`src/hw/rtl/pdls_pkg.sv`:
```
`default_nettype none

package pdls_pkg;

	// Command codes carried on the op field
	typedef enum logic [2:0] {
		OP_TICK   = 3'd0,
		OP_HALT   = 3'd1,
		OP_STEP   = 3'd2,
		OP_SETBRK = 3'd3,
		OP_MEMRD  = 3'd4,
		OP_BRKRD  = 3'd5,
		OP_START  = 3'd6,
		OP_STOP   = 3'd7
	} op_t;

	// The sequencer is idle when no command is loaded (shares the tick code)
	localparam op_t CMD_IDLE = OP_TICK;

	localparam int OP_W        = 3;
	localparam int ADDR_W      = 13;
	localparam int UNIT_W      = 16;
	localparam int READ_W      = 13;
	localparam int SLOT_W      = 6;

	localparam int BREAK_ADDR_BITS_DEF = 13;
	localparam int LONG_WAIT_UNITS_DEF = 8;

	// Memory read layout: 22 send slots, one long wait, 16 read slots
	localparam int MEM_SEND_SLOTS = 22;
	localparam int MEM_READ_SLOTS = 16;
	localparam int MEM_ADDR_HI    = 8;

	typedef struct packed {
		logic              clock_level;
		logic              data_drive;
		logic              data_out;
		logic              run_line;
		logic              busy_res;
		logic              done_res;
		logic [READ_W-1:0] read_data;
	} res_t;

endpackage

`default_nettype wire

```
`src/hw/rtl/pic_debug_link_sequencer_top.sv`:
```
`default_nettype none

// Channel  | handshake            | beat contents
// ---------+----------------------+----------------------------------------------
// in       | in_valid / in_stall  | op, addr, data_in
// out      | out_valid / out_stall| clock_level, data_drive, data_out, run_line,
//          |                      | busy_res, done_res, read_data
// cfg      | cfg_we               | cfg_data (unit_ticks)
//
// One input beat is taken per clock while in_stall is low; its result beat is registered into the output queue.
// Sequencer state updates on the input beat, the result lands in a 2-deep
// output queue, so in_stall rises only when that queue is full.
// Reset: idle, clock low, host drives data, target held, unit_ticks = 1.
// Result beats keep their order and none are dropped across stalls.

module pic_debug_link_sequencer_top
	import pdls_pkg::*;
#(
	parameter int BREAK_ADDR_BITS = BREAK_ADDR_BITS_DEF,
	parameter int LONG_WAIT_UNITS = LONG_WAIT_UNITS_DEF
) (
	input  wire logic              clk,
	input  wire logic              arst_n,
	input  wire logic              in_valid,
	output logic                   in_stall,
	input  wire logic [OP_W-1:0]   op,
	input  wire logic [ADDR_W-1:0] addr,
	input  wire logic              data_in,
	input  wire logic              cfg_we,
	input  wire logic [UNIT_W-1:0] cfg_data,
	output logic                   out_valid,
	input  wire logic              out_stall,
	output logic                   clock_level,
	output logic                   data_drive,
	output logic                   data_out,
	output logic                   run_line,
	output logic                   busy_res,
	output logic                   done_res,
	output logic [READ_W-1:0]      read_data
);

	// Slot counts and counter widths derived from the parameters and package constants
	localparam int SEND_SLOTS   = 4 + 2 * BREAK_ADDR_BITS;
	localparam int BRKRD_SLOTS  = 2 * BREAK_ADDR_BITS;
	localparam int MEM_RD_FIRST = MEM_SEND_SLOTS + 1;
	localparam int MEM_RD_END   = MEM_SEND_SLOTS + 1 + MEM_READ_SLOTS;
	localparam int UNITS_W      = $clog2(LONG_WAIT_UNITS + 3);
	localparam int WAIT_W       = $clog2(LONG_WAIT_UNITS * 65535 + 1);
	localparam int CNT_W        = $clog2(BREAK_ADDR_BITS + 1);

	// ---------------- configuration ----------------
	logic [UNIT_W-1:0] unit_ticks_q;
	logic [UNIT_W-1:0] ut_eff;

	always_ff @(posedge clk or negedge arst_n) begin
		if (!arst_n) begin
			unit_ticks_q <= UNIT_W'(1);
		end else if (cfg_we) begin
			unit_ticks_q <= cfg_data;
		end
	end

	// a zero unit count behaves as one tick
	assign ut_eff = (unit_ticks_q == '0) ? UNIT_W'(1) : unit_ticks_q;

	// ---------------- sequencer state ----------------
	op_t               cmd_q;
	logic [SLOT_W-1:0] slot_q;
	logic [WAIT_W-1:0] wait_q;
	logic [ADDR_W-1:0] shift_q;
	logic [READ_W-1:0] accum_q;
	logic [CNT_W-1:0]  rcnt_q;
	logic              clk_lvl_q;
	logic              drive_q;
	logic              dout_q;
	logic              run_q;

	logic        in_acc;
	logic        out_pop;
	op_t         op_in;

	assign op_in  = op_t'(op);
	assign in_acc = in_valid && !in_stall;

	// next-state values
	op_t               cmd_d;
	logic [SLOT_W-1:0] slot_d;
	logic [WAIT_W-1:0] wait_d;
	logic [ADDR_W-1:0] shift_d;
	logic [READ_W-1:0] accum_d;
	logic [CNT_W-1:0]  rcnt_d;
	logic              clk_lvl_d;
	logic              drive_d;
	logic              dout_d;
	logic              run_d;
	logic              done_d;

	// slot engine inputs
	logic              do_slot;
	op_t               s_cmd;
	logic [SLOT_W-1:0] s_idx;
	logic [UNITS_W-1:0] s_units;
	logic              s_take;
	logic [WAIT_W-1:0] wait_dec;
	logic [SLOT_W-1:0] r_idx;

	assign wait_dec = (wait_q != '0) ? (wait_q - WAIT_W'(1)) : '0;

	always_comb begin
		cmd_d     = cmd_q;
		slot_d    = slot_q;
		wait_d    = wait_q;
		shift_d   = shift_q;
		accum_d   = accum_q;
		rcnt_d    = rcnt_q;
		clk_lvl_d = clk_lvl_q;
		drive_d   = drive_q;
		dout_d    = dout_q;
		run_d     = run_q;
		done_d    = 1'b0;
		do_slot   = 1'b0;
		s_cmd     = cmd_q;
		s_idx     = slot_q;
		s_units   = '0;
		s_take    = 1'b0;
		r_idx     = '0;

		// pick up a new command or advance on a tick
		if (cmd_q == CMD_IDLE) begin
			if (op_in != OP_TICK) begin
				do_slot = 1'b1;
				s_cmd   = op_in;
				s_idx   = '0;
				cmd_d   = op_in;
				slot_d  = '0;
				shift_d = addr;
				if (op_in == OP_MEMRD || op_in == OP_BRKRD) begin
					accum_d = '0;
					rcnt_d  = '0;
				end
			end
		end else if (op_in == OP_TICK) begin
			wait_d = wait_dec;
			if (wait_dec == '0) begin
				do_slot = 1'b1;
				s_idx   = slot_q + SLOT_W'(1);
				slot_d  = s_idx;
			end
		end

		if (do_slot) begin
			unique case (s_cmd)
				OP_HALT: begin
					if (s_idx < SLOT_W'(2)) begin
						clk_lvl_d = !clk_lvl_q;
						s_units   = UNITS_W'(1);
					end
				end
				OP_STEP: begin
					if (s_idx == SLOT_W'(0)) begin
						clk_lvl_d = !clk_lvl_q;
						drive_d   = 1'b1;
						s_units   = UNITS_W'(1);
					end else if (s_idx == SLOT_W'(1)) begin
						dout_d    = 1'b0;
						clk_lvl_d = !clk_lvl_q;
						s_units   = UNITS_W'(1);
					end else begin
						drive_d = 1'b0;
					end
				end
				OP_SETBRK: begin
					if (s_idx < SLOT_W'(SEND_SLOTS)) begin
						clk_lvl_d = !clk_lvl_q;
						if (s_idx == SLOT_W'(0)) drive_d = 1'b1;
						if (!s_idx[0]) begin
							if (s_idx < SLOT_W'(4)) begin
								dout_d = 1'b1;
							end else begin
								dout_d  = shift_d[0];
								shift_d = shift_d >> 1;
							end
						end
						s_units = UNITS_W'(1);
					end else if (s_idx == SLOT_W'(SEND_SLOTS)) begin
						s_units = UNITS_W'(LONG_WAIT_UNITS);
					end else begin
						drive_d = 1'b0;
					end
				end
				OP_MEMRD: begin
					if (s_idx < SLOT_W'(MEM_SEND_SLOTS)) begin
						clk_lvl_d = !clk_lvl_q;
						if (s_idx == SLOT_W'(0)) drive_d = 1'b1;
						if (!s_idx[0]) begin
							if (s_idx == SLOT_W'(0)) begin
								dout_d = 1'b1;
							end else if (s_idx == SLOT_W'(2)) begin
								dout_d = 1'b0;
							end else if (s_idx == SLOT_W'(4)) begin
								dout_d = shift_d[MEM_ADDR_HI];
							end else begin
								dout_d  = shift_d[0];
								shift_d = shift_d >> 1;
							end
						end
						s_units = UNITS_W'(LONG_WAIT_UNITS);
					end else if (s_idx == SLOT_W'(MEM_SEND_SLOTS)) begin
						s_units = UNITS_W'(LONG_WAIT_UNITS);
					end else if (s_idx < SLOT_W'(MEM_RD_END)) begin
						r_idx = s_idx - SLOT_W'(MEM_RD_FIRST);
						if (r_idx == '0) drive_d = 1'b0;
						clk_lvl_d = !clk_lvl_q;
						s_take    = r_idx[0];
						s_units   = UNITS_W'(LONG_WAIT_UNITS);
					end
				end
				OP_BRKRD: begin
					if (s_idx < SLOT_W'(BRKRD_SLOTS)) begin
						clk_lvl_d = !clk_lvl_q;
						s_take    = s_idx[0];
						s_units   = UNITS_W'(1);
					end
				end
				OP_START: begin
					if (s_idx == SLOT_W'(0)) begin
						run_d   = 1'b0;
						s_units = UNITS_W'(2);
					end else if (s_idx == SLOT_W'(1)) begin
						drive_d = 1'b0;
						s_units = UNITS_W'(2);
					end else begin
						run_d = 1'b1;
					end
				end
				OP_STOP: begin
					run_d   = 1'b0;
					drive_d = 1'b1;
				end
				default: begin
					s_units = '0;
				end
			endcase

			// sampled bits land LSB first; bits past the result width drop off
			if (s_take) begin
				accum_d = accum_d | (READ_W'(data_in) << rcnt_d);
				rcnt_d  = rcnt_d + CNT_W'(1);
			end

			if (s_units == '0) begin
				cmd_d  = CMD_IDLE;
				wait_d = '0;
				done_d = 1'b1;
			end else begin
				wait_d = WAIT_W'(s_units) * WAIT_W'(ut_eff);
			end
		end
	end

	always_ff @(posedge clk or negedge arst_n) begin
		if (!arst_n) begin
			cmd_q     <= CMD_IDLE;
			slot_q    <= '0;
			wait_q    <= '0;
			shift_q   <= '0;
			accum_q   <= '0;
			rcnt_q    <= '0;
			clk_lvl_q <= 1'b0;
			drive_q   <= 1'b1;
			dout_q    <= 1'b0;
			run_q     <= 1'b0;
		end else if (in_acc) begin
			cmd_q     <= cmd_d;
			slot_q    <= slot_d;
			wait_q    <= wait_d;
			shift_q   <= shift_d;
			accum_q   <= accum_d;
			rcnt_q    <= rcnt_d;
			clk_lvl_q <= clk_lvl_d;
			drive_q   <= drive_d;
			dout_q    <= dout_d;
			run_q     <= run_d;
		end
	end

	// ---------------- result queue (two beats) ----------------
	res_t       res_d;
	res_t       res_q [2];
	logic       wptr_q;
	logic       rptr_q;
	logic [1:0] cnt_q;
	res_t       res_head;

	always_comb begin
		res_d.clock_level = clk_lvl_d;
		res_d.data_drive  = drive_d;
		res_d.data_out    = dout_d;
		res_d.run_line    = run_d;
		res_d.busy_res    = (cmd_d != CMD_IDLE);
		res_d.done_res    = done_d;
		res_d.read_data   = accum_d;
	end

	assign out_pop   = out_valid && !out_stall;
	assign in_stall  = (cnt_q == 2'd2);
	assign out_valid = (cnt_q != 2'd0);

	always_ff @(posedge clk) begin
		if (in_acc) begin
			res_q[wptr_q] <= res_d;
		end
	end

	always_ff @(posedge clk or negedge arst_n) begin
		if (!arst_n) begin
			wptr_q <= 1'b0;
			rptr_q <= 1'b0;
			cnt_q  <= 2'd0;
		end else begin
			if (in_acc) wptr_q <= !wptr_q;
			if (out_pop) rptr_q <= !rptr_q;
			if (in_acc && !out_pop) begin
				cnt_q <= cnt_q + 2'd1;
			end else if (out_pop && !in_acc) begin
				cnt_q <= cnt_q - 2'd1;
			end
		end
	end

	assign res_head    = res_q[rptr_q];
	assign clock_level = res_head.clock_level;
	assign data_drive  = res_head.data_drive;
	assign data_out    = res_head.data_out;
	assign run_line    = res_head.run_line;
	assign busy_res    = res_head.busy_res;
	assign done_res    = res_head.done_res;
	assign read_data   = res_head.read_data;

	// ---------------- assertions ----------------
	a_cnt_bound: assert property (@(posedge clk) disable iff (!arst_n)
		cnt_q != 2'd3)
		else $error("result queue count out of range");

	a_busy_wait: assert property (@(posedge clk) disable iff (!arst_n)
		cmd_q != CMD_IDLE |-> wait_q != '0)
		else $error("busy with no wait pending");

	a_done_idle: assert property (@(posedge clk) disable iff (!arst_n)
		(out_valid && done_res) |-> !busy_res)
		else $error("done beat reports busy");

	a_cmd_start: assert property (@(posedge clk) disable iff (!arst_n)
		(in_acc && cmd_q == CMD_IDLE && op_in != OP_TICK && op_in != OP_STOP)
		|=> cmd_q != CMD_IDLE)
		else $error("command did not start");

endmodule

`default_nettype wire
```
`config.mk`:
```
export PLATFORM = sky130hd
export DESIGN_NAME = pic_debug_link_sequencer_top
export DESIGN_NICKNAME = d
export VERILOG_FILES = /design/src/hw/rtl/pdls_pkg.sv /design/src/hw/rtl/pic_debug_link_sequencer_top.sv
export SDC_FILE = /design/constraint.sdc
export NUM_CORES = 1
export LEC_CHECK = 0
export BUFFER_PORTS_ARGS = -buffer_cell sky130_fd_sc_hd__buf_2
export CAP_MARGIN = 30
export CORE_MARGIN = 2
export CORE_UTILIZATION = 57
export CTS_BUF_LIST = sky130_fd_sc_hd__clkbuf_8
export CTS_CLUSTER_DIAMETER = 200
export DETAILED_ROUTE_END_ITERATION = 16
export PLACE_DENSITY = 0.79
export RECOVER_POWER = 25
export SLEW_MARGIN = 20
export SYNTH_ARGS = -nofsm -noshare
export SYNTH_HDL_FRONTEND = slang
export SYNTH_SLANG_ARGS = --single-unit
```
`constraint.sdc`:
```
create_clock -name clk -period 6.59 [get_ports clk]
set_clock_uncertainty 0.05 [all_clocks]
set_input_delay 0.3295 -clock clk [delete_from_list [all_inputs] [get_ports clk]]
set_output_delay 0.3295 -clock clk [all_outputs]
set_load 0.01 [all_outputs]
```
==> results.md <==
- Die area: 16380 um^2
- Inst Count DP: about 1200
- Synth top area share: 22.85%
- Total number of vias: 8275
- Cell variety after synth: 83
- Clock buffer count from CTS: 17
- CP Class: reg2reg
- Max-cap violations: 2
- EDFF count, synth: 38
- Startpoint Class: flop
- Final worst-path cycle share: 102.3%
- Largest area contributor in the netlist: dfrtp_1
- Worst-case clock buffer depth: 2
- GP Congestion: 0.9566
- Hold Path Class: in2reg
- Post-Route WL: 24730 um
- Starting density of the core: 58.05%
- Crit path required time: a little under 7 ns
- CP max stage delay: 0.52 ns
- I/O Buffers: 58
- CP Max Fanout: 5
- Vias in the first global route: 7861
- Slew Viols, Final: 85
- Most used DFF post-synth: dfrtp_1
- Row count: 45
- Post-route ant nets: 0
- Core Footprint: 15090 um^2
- WL per Instance: 18.89 um
- Final count of negative-setup-slack endpoints: 5
- Mapped Nets: between 1000 and 1500
- Setup TNS Final: -0.4989 ns
- Syn. warnings: 0
- Most numerous cell in the Yosys netlist: nand2_1
- Clk Latency, worst-skew pair: 0.46 ns
- CTS tree: yes
- Min Clock Period, post-route: 6.740 ns
- Height of the die: 128.0 um
- Gate Count Post-Synth: 954
- Clk slew on worst S/H paths: 0.08 ns
- Failing checks: capacitance limit, slew limit, setup timing
- Routed vias/inst: 6.322
- Final non-filler cell total: between 1000 and 1500
- Post-synthesis register bit count: 120
- Total track usage: 29.52%
- Worst setup margin: -0.1496 ns
- Worst slack, placed: -0.3391 ns
- Peak Freq: 0.1484 GHz
- 1st-iter DRT viols: 860
- Layout area overhead: 25.48%
- Syn Area/Cell: 9.182 um^2
- Largest net degree at the start of global routing: 54
- Final hold vios: 0
- Unrepaired setup endpoints after global routing: yes
- Initial antenna violation count: 0
- Hpwl dp: 15950 um
- Netlist Area Pre-Place: 8760 um^2
- Top cell by count, worst path: buf_4
- First-pass GRT wire length: 38580 um
- ANT cells: 0
- CP Capture Type: flop
- Root Buffer: clkbuf_8
- Pwr dens: between 300 and 400 nW/um^2
- Synth async-reset ratio: ~68%
- Layout cells sized above 1: a little under a third
- Num ports: 59
- Crit path DAT: between 7 and 8 ns
- Nets: around 1200
- Die W: around 130 um
- Sequential fraction of the synthesis area: between 30% and 40%
- GRT overflow: 0
- Critical Path Slowest Stage Cell: or4b_4
- Worst-Margin Slew: 2.857 ns
- Synth top area cells: dfrtp_1 (23%), edfxtp_1 (13%), ha_1 (5.6%)
- # DRC: 0
- Relative slew slack: -90.46%
- Sink Count: 120
- First-pass detailed-route iteration total: 7
- Synth top cells by count: nand2_1 (110), dfrtp_1 (80), inv_1 (64), nor2_1 (54), clkbuf_1 (50)
- Peak supply drop: 0.2488 mV
- H-tree depth: 4
- LEAKAGE: 4.769 nW
- Status: finished, violations left
sequential cells by signal (all words and copies together) (netlist names):
signal and count:
accum_q 13, clk_lvl_q 1, cmd_q 3, cnt_q 2
dout_q 1, drive_q 1, rcnt_q 4, res_q 38
rptr_q 1, run_q 1, shift_q 13, slot_q 6
unit_ticks_q 16, wait_q 19, wptr_q 1
cells by family (layout without fill, tap and decap cells):
kind of cell | count (synthesis) | count (layout) | synth area share [%]
AND/OR/NAND/NOR | 323 | 324 | 19.31
AO/OA/AOI/OAI | 258 | 258 | 21.08
buffers and inverters | 124 | 290 | 5.528
flip-flops | 120 | 120 | 36.48
adder cells (fa/ha/maj) | 52 | 52 | 8.542
multiplexers | 52 | 52 | 6.556
XOR/XNOR | 25 | 25 | 2.500
metal layers:
layer / GRT usage [%] / part of all wire (%)
met5: 0 / 0
met3: 5.551 / 6.3
met2: 47.85 / 48
met1: 40.17 / 43
met4: 9.890 / 2.8
path summary, 6_finish.rpt:
check	slack (ns)	from	to	cells past startpoint
worst max-delay path	-0.15	wait_q[0]	wait_q[18]	32
worst min-delay path	0.05	cfg_data[2]	unit_ticks_q[2]	2
worst max register to register	-0.15	wait_q[0]	wait_q[18]	32
worst min register to register	0.43	cnt_q[1]	cnt_q[1]	1
max in group asynchronous	2.23	arst_n	slot_q[2]	3
min in group asynchronous	0.82	arst_n	unit_ticks_q[3]	2
worst max-delay path, delay by kind of cell, from the launching register on:
family / cells / cell delay, ns
buffers and inverters: 7 / 0.90
XOR/XNOR: 2 / 0.26
flip-flops: 1 / 0.39
AO/OA/AOI/OAI: 12 / 1.97
AND/OR/NAND/NOR: 7 / 2.13
adder cells (fa/ha/maj): 4 / 0.86
power by group:
part | switching [W] | internal, W
sequential | 0.000161 | 0.000972
combinational | 0.00128 | 0.000991
clock | 0.000345 | 0.000305
placed cells by master (no fill, tap or decap), types with 6 or more instances in the layout:
master	netlist	layout
o21ai_1	6	10
o221ai_1	6	6
nand4_1	6	6
o211ai_1	26	26
o22ai_1	12	11
a21oi_1	39	35
mux2i_1	14	14
ha_1	39	26
and2_1	40	34
mux2_2	36	35
ha_4	0	11
clkbuf_8	0	17
xnor2_1	16	14
nand2_1	110	109
a21o_1	12	12
xor2_1	9	9
fa_1	13	12
dfrtp_1	80	80
buf_6	1	9
nand3_1	16	15
inv_6	0	7
nor2_1	54	52
a31oi_1	20	20
inv_1	64	59
buf_4	1	121
edfxtp_1	38	38
and3_1	6	6
inv_2	0	6
a22o_1	26	26
nor4_1	14	12
nor3_1	25	23
buf_2	6	57
o21ai_0	46	41
layout make-up:
type	instances	area, um^2
clock buffer	17	234.0
clock inverter	15	141.4
fill	1056	4098
inverter	64	240.2
multi-input combinational	711	5557
sequential	120	3196
tap	188	235.2
timing repair buffer	194	1389
repair_timing:
item	CTS	global route
setup endpoints to repair	6	8
cloned	2	0
resized for setup	34	52
setup buffers	18	21
hold buffers	1	0
hold endpoints to repair	29	0
pin swaps	37	57
through the flow:
step,hold WS (ns),utilization (%),total power (W),area (um^2)
after floorplan,-0.01609,-,0.002457,8831
after global placement,0.2319,65.28,0.003043,9851
after detailed placement,0.2331,65.28,0.003094,9851
after CTS,0.03604,70.16,0.003846,10590
after global routing,0.03402,72.84,0.004313,10990
final,0.05379,72.84,0.004057,10990
(Power assumes the default switching activity.)
